===== config.mk =====
export PLATFORM = sky130hd
export DESIGN_NAME = kwm_ctrl
export DESIGN_NICKNAME = d
export VERILOG_FILES = /design/src/rtl/kwm_pkg.sv /design/src/rtl/kwm_ctrl.sv
export SDC_FILE = /design/constraint.sdc
export NUM_CORES = 1
export LEC_CHECK = 0
export BUFFER_PORTS_ARGS = -buffer_cell sky130_fd_sc_hd__buf_2
export CAP_MARGIN = 20
export CORE_AREA = 4 4 41 43
export CTS_CLUSTER_SIZE = 25
export DETAILED_ROUTE_END_ITERATION = 16
export DIE_AREA = 0 0 45 47
export HOLD_SLACK_MARGIN = 0.05
export PLACE_DENSITY_LB_ADDON = 0.1
export SLEW_MARGIN = 20
export SYNTH_ARGS = -nofsm -noshare
export SYNTH_HDL_FRONTEND = slang
export SYNTH_SLANG_ARGS = --single-unit

===== constraint.sdc =====
create_clock -name clock -period 4.7 [get_ports clock]
set_clock_uncertainty 0.2 [all_clocks]
set_input_delay 0.47 -clock clock [delete_from_list [all_inputs] [get_ports clock]]
set_output_delay 0.47 -clock clock [all_outputs]
set_load 0.01 [all_outputs]

===== src/rtl/kwm_pkg.sv =====
// ----------------------------------------------------------------------------
// K-way merge package
// Shared widths, codes, defaults and control structures of the merger.
// ----------------------------------------------------------------------------
package kwm_pkg;

   // Default sizes of the merger
   localparam int WAYS_DEF       = 8;
   localparam int RUN_DEPTH_DEF  = 1024;
   localparam int DATA_WIDTH_DEF = 32;

   // Fixed field widths of the channels and the control register
   localparam int ACTION_W = 2;
   localparam int WAY_W    = 3;
   localparam int VALUE_W  = 32;
   localparam int STATUS_W = 2;
   localparam int CSR_W    = 4;

   localparam logic [CSR_W-1:0] ACTIVE_WAYS_RESET = 4'd8;

   // Request actions
   localparam logic [ACTION_W-1:0] ACT_PUSH  = 2'd0;
   localparam logic [ACTION_W-1:0] ACT_PULL  = 2'd1;
   localparam logic [ACTION_W-1:0] ACT_CLEAR = 2'd2;

   // Response status codes
   localparam logic [STATUS_W-1:0] ST_OK    = 2'd0;
   localparam logic [STATUS_W-1:0] ST_DROP  = 2'd1;
   localparam logic [STATUS_W-1:0] ST_EMPTY = 2'd2;

   // Commands from the controller to the datapath
   typedef struct packed {
      logic take;       // accept the request beat and act on it
      logic rd_issue;   // read the next head of the winning way
      logic head_load;  // load the read data into the head register
      logic out_load;   // move the result into the response register
   } kwm_cmd_type;

   // Status from the datapath to the controller
   typedef struct packed {
      logic pull_hit;   // the waiting request is a pull that finds a head
   } kwm_status_type;

endpackage


===== src/rtl/kwm_ctrl.sv =====
// ----------------------------------------------------------------------------
// K-way merge controller
// Sequences one request at a time and owns the response valid flag.
// ----------------------------------------------------------------------------
module kwm_ctrl import kwm_pkg::*; (
   input  logic           clock,
   input  logic           reset,
   input  logic           req_valid,
   output logic           req_ready,
   output logic           rsp_valid,
   input  logic           rsp_ready,
   input  kwm_status_type status,
   output kwm_cmd_type    cmd
);

   typedef enum logic [1:0] {
      S_IDLE,
      S_READ,
      S_WAIT,
      S_FINISH
   } state_type;

   state_type state_ff, state_in;
   logic      rsp_valid_ff, rsp_valid_in;

   // Commands follow directly from the state and the handshakes.
   always_comb begin
      cmd           = '0;
      cmd.take      = (state_ff == S_IDLE) && !reset && req_valid;
      cmd.rd_issue  = (state_ff == S_READ);
      cmd.head_load = (state_ff == S_WAIT);
      cmd.out_load  = (state_ff == S_FINISH) && (!rsp_valid_ff || rsp_ready);
   end

   // Next state: a pull that finds a head refills that head from memory.
   always_comb begin
      state_in = state_ff;
      unique case (state_ff)
         S_IDLE: begin
            if (req_valid) begin
               state_in = status.pull_hit ? S_READ : S_FINISH;
            end
         end
         S_READ:   state_in = S_WAIT;
         S_WAIT:   state_in = S_FINISH;
         S_FINISH: begin
            if (cmd.out_load) begin
               state_in = S_IDLE;
            end
         end
         default:  state_in = S_IDLE;
      endcase
   end

   // The response stays valid until the sink takes the beat.
   always_comb begin
      rsp_valid_in = rsp_valid_ff;
      if (cmd.out_load) begin
         rsp_valid_in = 1'b1;
      end else if (rsp_ready) begin
         rsp_valid_in = 1'b0;
      end
   end

   always_ff @(posedge clock) begin
      if (reset) begin
         state_ff     <= S_IDLE;
         rsp_valid_ff <= 1'b0;
      end else begin
         state_ff     <= state_in;
         rsp_valid_ff <= rsp_valid_in;
      end
   end

   assign req_ready = (state_ff == S_IDLE) && !reset;
   assign rsp_valid = rsp_valid_ff;

endmodule


# [After elaboration in Yosys (flattened, before gate mapping)]
# Index checks and enable logic that the tools add are counted.
[classes] n_eq_ne=5 n_mux=6 reduce_logical=9
[op_table] op="$pmux 2 s4" count=1
[op_table] op="$mux 2" count=3
[op_table] op="$eq 2x2->1 const B" count=2
[op_table] op="$ne 2x2->1 const B" count=2
[op_table] op="$logic_and 1x1->1" count=3
[op_table] op="$eq 2x1->1 const B" count=1
[op_table] op="$logic_not 1->1" count=2
[op_table] op="$logic_not 2->1" count=1
[op_table] op="$mux 1" count=2
[op_table] op="$reduce_and 2->1" count=1
[op_table] op="$reduce_bool 2->1" count=1
[op_table] op="$logic_or 1x1->1" count=1
[word_totals] ff_bits=3 input_bits=5 out_inout_bits=6 word_cells=22

# [Depth between registers and ports, before layout]
# Gate-level depths: netlist of run 1.
[logic_depth] word_depth=5 depth_mapped=5

# [Worst setup path before layout of run 1]
# No wires, ideal clock.
[synth_timing] kind="register to output" from="register state_ff[0]" to="output cmd[3] in the netlist's numbering" arrival_ns=0.998 path_slack_ns=3.032 stages_incl_launch_ff=5 n_path_buf=0 cell_sequence="dfxtp_1 > inv_1 > ha_1 > nor2b_1 > and2_1"
[synth_lines] element="from (decl)" line="kwm_ctrl.sv:23" source="state_type state_ff, state_in;"
[synth_lines] element="from (signal assigned)" line="kwm_ctrl.sv:70" source="state_ff <= state_in;"
[synth_lines] element="to (decl)" line="kwm_ctrl.sv:13" source="output kwm_cmd_type cmd"

==> PnR_summary.wiki, run 1 <==
{| class="wikitable"
! Metric !! Value
|-
| Proportion of synthesized chip area in sequential cells || 25.0%
|-
| Half-perimeter wire length of the detailed placement result || 462 um
|-
| Xor/xnor share of the synthesized area || 0%
|-
| Post-CTS Repair Setup Buffers || 0
|-
| Later-pin clock latency in the skew report || 230 ps
|-
| Worst hold path cell count || 2
|-
| Transition time at the pin with the least slew margin || 220 ps
|-
| Max FO, Critical Path || 4
|-
| Fraction of synthesized cell area taken by the top area cell type || 26.0%
|-
| Post-synthesis cell count || 28
|-
| Delay of the slowest critical-path stage || 370 ps
|-
| Remaining max-slew budget at the tightest pin || 85.2%
|-
| Detailed-routing iteration count for the pre-antenna-repair pass || 4
|-
| Critical path data required time || 4030 ps
|-
| Area of the core region || 1300 um2
|-
| Type of destination of the critical path || output pin
|-
| Initial Utilization || 18.5%
|-
| Cell chosen for the clock root || clkbuf_4
|-
| Initial antenna violation count || 0
|-
| Worst Path Arrival || 1300 ps
|-
| Clock tree sinks || 3
|-
| Yosys Warn Count || 0
|-
| Result of the run || finished, final reports clean
|-
| Ports placed on the boundary || 11
|-
| Total number of placement rows || 13
|-
| All-Layer GR Usage || 6.38%
|-
| Post-CTS Resized || 0
|-
| Per-cell routed wire length || 9.54 um
|-
| Largest net degree at the start of global routing || 6
|-
| Worst setup path class || reg -> out
|-
| Count of endpoints failing setup in the final report || 0
|-
| Overall routed net length || 534 um
|-
| Setup ws final || 2730 ps
|-
| Element type at the critical path start || register
|-
| Number of vias per cell after detailed routing || 4.07
|-
| Max stage delay cell, worst path || dfxtp_1
|-
| Share of cells above drive strength 1 || 34.1%
|-
| Synth Net Count || 38
|-
| Count of placed standard cells including taps || 52
|-
| Time the worst path needs with I/O delays and setup || 1970 ps
|-
| RSZ-0062 raised after global routing || no
|-
| Cell depth of the worst flop-to-flop path || 5
|-
| Count of H-tree levels built during CTS || 1
|-
| Peak supply drop || 0.219 mV
|-
| Logic depth of the worst setup path including buffers || 5
|-
| Quantity of hold-fixing buffers added after cts || 0
|-
| Clock tree from TritonCTS || built
|-
| Vert. Die Dim || 47 um
|-
| Share of the synthesized area in compound gates (AO/OA/AOI/OAI) || 16.7%
|-
| Vias post-DR || 228
|-
| Synth cell types || 15
|-
| Worst slack at placement || 2950 ps
|-
| Bufs and invs on worst path || 2
|-
| TritonCTS Buffers || 3
|-
| Count of non-filler cells in the finished layout || 56
|-
| Residual overflow from global routing || 0
|-
| Die Width || 45 um
|-
| Overall die area || 2120 um2
|-
| Total DRC errors in the routed layout || 0
|-
| Proportion of synthesized area in mux cells || 0%
|-
| Number of violations reported at the end of detailed-routing iteration 0 || 4
|-
| PD cells || 554 nW/um2
|-
| Post-synthesis to final-layout area growth || 36.5%
|-
| Synthesized flop and latch total || 3
|-
| Antenna cells || 0
|-
| Nets@finish || 52
|-
| Hold Path Class || in -> reg
|-
| Combined area of all synthesized cells || 240 um2
|-
| Dominant cells by area after synthesis || ha_1, dfxtp_1, nand2b_1
|-
| Critical path, cell by cell || inv_1, ha_1, nor2b_1, and2_1, buf_2
|-
| Library cell occupying the most area in the post-synthesis netlist || ha_1
|-
| FMAX || 508 MHz
|-
| Area fraction in and, or, nand and nor cells after synthesis || 24.5%
|-
| Buffers from clock root to sink, at most || 2
|-
| Largest family of logic cells by synthesized area || adder cells
|-
| Setup TNS || 0 ps
|-
| Global-route wire length before repair || 883 um
|-
| Post-synthesis adder-cell area fraction || 26.0%
|-
| CP delay by family, top || flip-flops
|-
| Number of max-slew violations in the final report || 0
|-
| Clock edge transition at the registers on the reported setup and hold paths || 40 ps
|-
| Leakage power || 0.172 nW
|-
| Port Buffers || 10
|-
| Final Hold Violating Endpoints || 0
|-
| Final estimated routing congestion in global placement || 0.708
|-
| Via count of the first global-routing pass || 222
|-
| Max-cap viol count || 0
|-
| Part of the cycle the worst path needs || 41.8%
|-
| ANT nets after route || 0
|-
| Syn Area/Cell || 8.58 um2
|}
-- synth_stat cells (all sizes together) --
master,count
o21ai,1
a21boi,1
or4,1
a21oi,2
inv,3
a211o,1
o31ai,1
and3b,1
buf,1
ha,5
nor2b,2
nand2b,2
nor2,3
dfxtp,3
and2,1
-- cell usage in the layout, fill, tap and decap left out --
cell,Yosys,layout
a211o_2,1,1
and2_1,1,1
o21ai_0,1,1
dfxtp_1,3,3
o31ai_1,1,1
and3b_1,1,1
nor2b_1,2,2
buf_2,0,10
or4_1,1,1
a21boi_0,1,1
ha_1,5,5
clkbuf_4,0,3
clkbuf_1,0,1
nor2_1,3,3
inv_1,3,3
a21oi_1,2,2
nand2b_1,2,2
-- worst reg2reg max path, stage by stage, from the launching register on --
cell and delay (ps):
dfxtp_1 370, inv_1 100, ha_1 200, nor2b_1 160, or4_1 460, o31ai_1 80
-- stage by stage --
stage,hold WS [ps],utilization (%),total power (W),instance area [um2]
floorplan,276,-,0.000113,240
global placement,308,23.2,0.000139,302
detailed placement,322,23.2,0.000140,302
CTS,254,25.2,0.000189,328
global route,269,25.2,0.000204,328
finish,261,25.2,0.000182,328
-- per-layer routing --
| metal | wire [um] | track usage [%] |
|---|---|---|
| met5 | 0 | 0 |
| met4 | 0 | 3.51 |
| met3 | 60 | 6.13 |
| met2 | 244 | 7.34 |
| met1 | 229 | 7.45 |
-- state kept, by name (all words and copies together), names as in the netlist --
signal	count
state_ff	2
rsp_valid	1
-- cells by family after synthesis --
group / Yosys count
and+or+nand+nor: 10
AOI/OAI and AO/OA: 6
adders and majority gates: 5
buffers and inverters: 4
DFF: 3
-- cell type report --
type / instances / area [um2]
Clock buffer: 4 / 26.3
Fill cell: 159 / 973
Inverter: 3 / 11.3
Multi-Input combinational cell: 21 / 161
Sequential cell: 3 / 60.1
Tap cell: 15 / 18.8
Timing Repair Buffer: 10 / 50.0
-- power by group --
| group | leakage [nW] | total [W] | switching (W) | internal [W] |
|---|---|---|---|---|
| Combinational | 0.132 | 0.0000933 | 0.0000482 | 0.0000450 |
| Sequential | 0.0247 | 0.0000432 | 0.00000828 | 0.0000349 |
| Clock | 0.0150 | 0.0000450 | 0.0000132 | 0.0000318 |
-- final timing paths --
kind	startpoint	to	slack, ps
max	state_ff[1]	cmd[3]	2730
min	reset	rsp_valid	260
min reg2reg	rsp_valid	rsp_valid	320
max reg2reg	state_ff[1]	state_ff[0]	3040
Note: power is estimated with default switching activity, not from simulation.
==> run 2, diff against run 1 <==
==> constraint.sdc (replaced) <==
create_clock -name clock -period 1.8 [get_ports clock]
set_clock_uncertainty 0.2 [all_clocks]
set_input_delay 0.18 -clock clock [delete_from_list [all_inputs] [get_ports clock]]
set_output_delay 0.18 -clock clock [all_outputs]
set_load 0.01 [all_outputs]
==> PnR_summary.wiki, run 2 (synthesis gave the netlist of run 1 again) <==
{| class="wikitable"
! Metric !! Value
|-
| Die Width || 45 um (unchanged)
|-
| Vias post-DR || 235 (+3.1%)
|-
| CP delay by family, top || flip-flops
|-
| ANT nets after route || 0 (unchanged)
|-
| Antenna cells || 0 (unchanged)
|-
| Final hold slack || 91.6 ps (-170 ps)
|-
| Critical path data required time || 1420 ps (-2610 ps)
|-
| Launch instance of the worst register-to-register path || state_ff[0]
|-
| Post-CTS Repair Setup Buffers || 0 (unchanged)
|-
| Initial Utilization || 18.5% (unchanged)
|-
| Overall routed net length || 536 um (+0.37%)
|-
| Count of non-filler cells in the finished layout || 57 (+1.8%)
|-
| Largest net degree at the start of global routing || 6 (unchanged)
|-
| Start point of the worst min-delay path || rsp_ready
|-
| Setup TNS || 0 ps (unchanged)
|-
| Delay of the slowest critical-path stage || 360 ps (about the same)
|-
| Peak supply drop || 0.352 mV (+61%)
|-
| Residual overflow from global routing || 0 (unchanged)
|-
| Clock edge transition at the registers on the reported setup and hold paths || 40 ps (about the same)
|-
| Vert. Die Dim || 47 um (unchanged)
|-
| Detailed-routing iteration count for the pre-antenna-repair pass || 4 (unchanged)
|-
| Global-route wire length before repair || 1040 um (+18%)
|-
| Nets@finish || 53 (+1.9%)
|-
| Worst Path Arrival || 1310 ps (about the same)
|-
| Count of placed standard cells including taps || 52 (unchanged)
|-
| Max reg flops || 2 (unchanged)
|-
| Hold Path Class || in -> reg
|-
| Per-cell routed wire length || 9.40 um (-1.4%)
|-
| Time the worst path needs with I/O delays and setup || 1690 ps
|-
| Remaining max-slew budget at the tightest pin || 85.3% (about the same)
|-
| Post-synthesis to final-layout area growth || 40.6%
|-
| RSZ-0062 raised after global routing || no
|-
| Count of endpoints failing setup in the final report || 0 (unchanged)
|-
| Area of the core region || 1300 um2 (unchanged)
|-
| Total number of placement rows || 13 (unchanged)
|-
| All-Layer GR Usage || 6.93% (+0.55 points)
|-
| Count of H-tree levels built during CTS || 1 (unchanged)
|-
| Max-cap viol count || 0 (unchanged)
|-
| Most frequent standard cell in the layout excluding fill and tap cells || buf_2
|-
| Buffers from clock root to sink, at most || 2 (unchanged)
|-
| Register name with the most flops || state_ff
|-
| Finished Core Util || 26.0% (+0.77 points)
|-
| Element type at the critical path start || register
|-
| Part of the cycle the worst path needs || 93.7%
|-
| Later-pin clock latency in the skew report || 230 ps (about the same)
|-
| Number of violations reported at the end of detailed-routing iteration 0 || 1 (-3)
|-
| Reg-to-reg slack, setup || 160 ps (-2880 ps)
|-
| Area used by multi-input combinational logic || 161 um2 (unchanged)
|-
| Cell chosen for the clock root || clkbuf_4
|-
| TritonCTS Buffers || 3 (unchanged)
|-
| Area taken by flip-flops and latches || 60.1 um2 (unchanged)
|-
| Final Hold Violating Endpoints || 0 (unchanged)
|-
| Via count of the first global-routing pass || 278 (+25%)
|-
| Type of destination of the critical path || output pin
|-
| Share of cells above drive strength 1 || 33.3% (-0.81 points)
|-
| Setup ws final || 113 ps (-2620 ps)
|-
| Post-CTS Resized || 0 (unchanged)
|-
| Most used cells in the layout excluding fill and tap cells || buf_2, ha_1
|-
| FMAX || 593 MHz
|-
| Number of vias per cell after detailed routing || 4.12 (+1.3%)
|-
| Clock tree from TritonCTS || built
|-
| Half-perimeter wire length of the detailed placement result || 455 um (-1.4%)
|-
| Transition time at the pin with the least slew margin || 221 ps (+0.404 ps)
|-
| Ports placed on the boundary || 11 (unchanged)
|-
| Clock tree sinks || 3 (unchanged)
|-
| Initial antenna violation count || 0 (unchanged)
|-
| Leakage power || 0.176 nW (+2.4%)
|-
| Worst slack at placement || 157 ps (-2790 ps)
|-
| Number of inserted filler cells in the final layout || 157 (-1.3%)
|-
| Quantity of hold-fixing buffers added after cts || 1 (+1)
|-
| Result of the run || finished, final reports clean
|-
| Worst setup path class || reg -> out
|-
| Max stage delay cell, worst path || dfxtp_1
|-
| Bufs and invs on worst path || 2 (unchanged)
|-
| Startpoint of the most critical setup path || state_ff[0]
|-
| Number of max-slew violations in the final report || 0 (unchanged)
|-
| Port Buffers || 10 (unchanged)
|-
| Max FO, Critical Path || 4 (unchanged)
|-
| Critical path, cell by cell || inv_1, ha_1, nor2b_1, and2_1, buf_2
|-
| Overall die area || 2120 um2 (unchanged)
|-
| Total DRC errors in the routed layout || 0 (unchanged)
|-
| PD cells || 1420 nW/um2 (+160%)
|-
| Final estimated routing congestion in global placement || 0.716 (+1.1%)
|}
-- run 2: changes by cell type in the layout (fill, tap and decap cells not counted) --
cell and change:
dlygate4sd3_1 +1
-- run 2: worst paths after layout --
kind | end | cells after the start
setup / recovery | cmd[3] | 5
hold / removal | rsp_valid | 4
hold reg to reg | state_ff[1] | 2
setup reg to reg | state_ff[0] | 5
-- run 2: through the flow --
stage / total power [W] / instance area, um2
5_1_grt: 0.000545 / 338
6_report: 0.000480 / 338
3_5_place_dp: 0.000364 / 302
3_3_place_gp: 0.000363 / 302
4_1_cts: 0.000492 / 338
2_1_floorplan: 0.000294 / 240
-- run 2: power breakdown --
group          switching [W]  internal [W]  leakage (nW)
combinational       0.000125      0.000120         0.136
clock              0.0000382     0.0000833        0.0150
sequential         0.0000224     0.0000911        0.0247
total               0.000186      0.000294         0.176
-- run 2: worst register-to-register path: stages, from the launching register on --
cell     delay [ps]
dfxtp_1         360
inv_1           100
ha_1            210
nor2b_1         150
or4_1           460
o31ai_1          70
-- run 2: layout make-up --
class	instances	share of cell area, %
Timing Repair Buffer	11	17.8
Inverter	3	3.33
Multi-Input combinational cell	21	47.8
Tap cell	15	5.56
Clock buffer	4	7.78
Sequential cell	3	17.8
-- run 2: metal layers --
| layer | vias up | track usage [%] | part of all wire [%] |
|---|---|---|---|
| li1 | 121 | - | - |
| met5 | - | 0 | 0 |
| met2 | 11 | 11.3 | 44 |
| met1 | 103 | 7.21 | 48 |
| met4 | 0 | 3.51 | 0 |
| met3 | 0 | 3.83 | 8.4 |
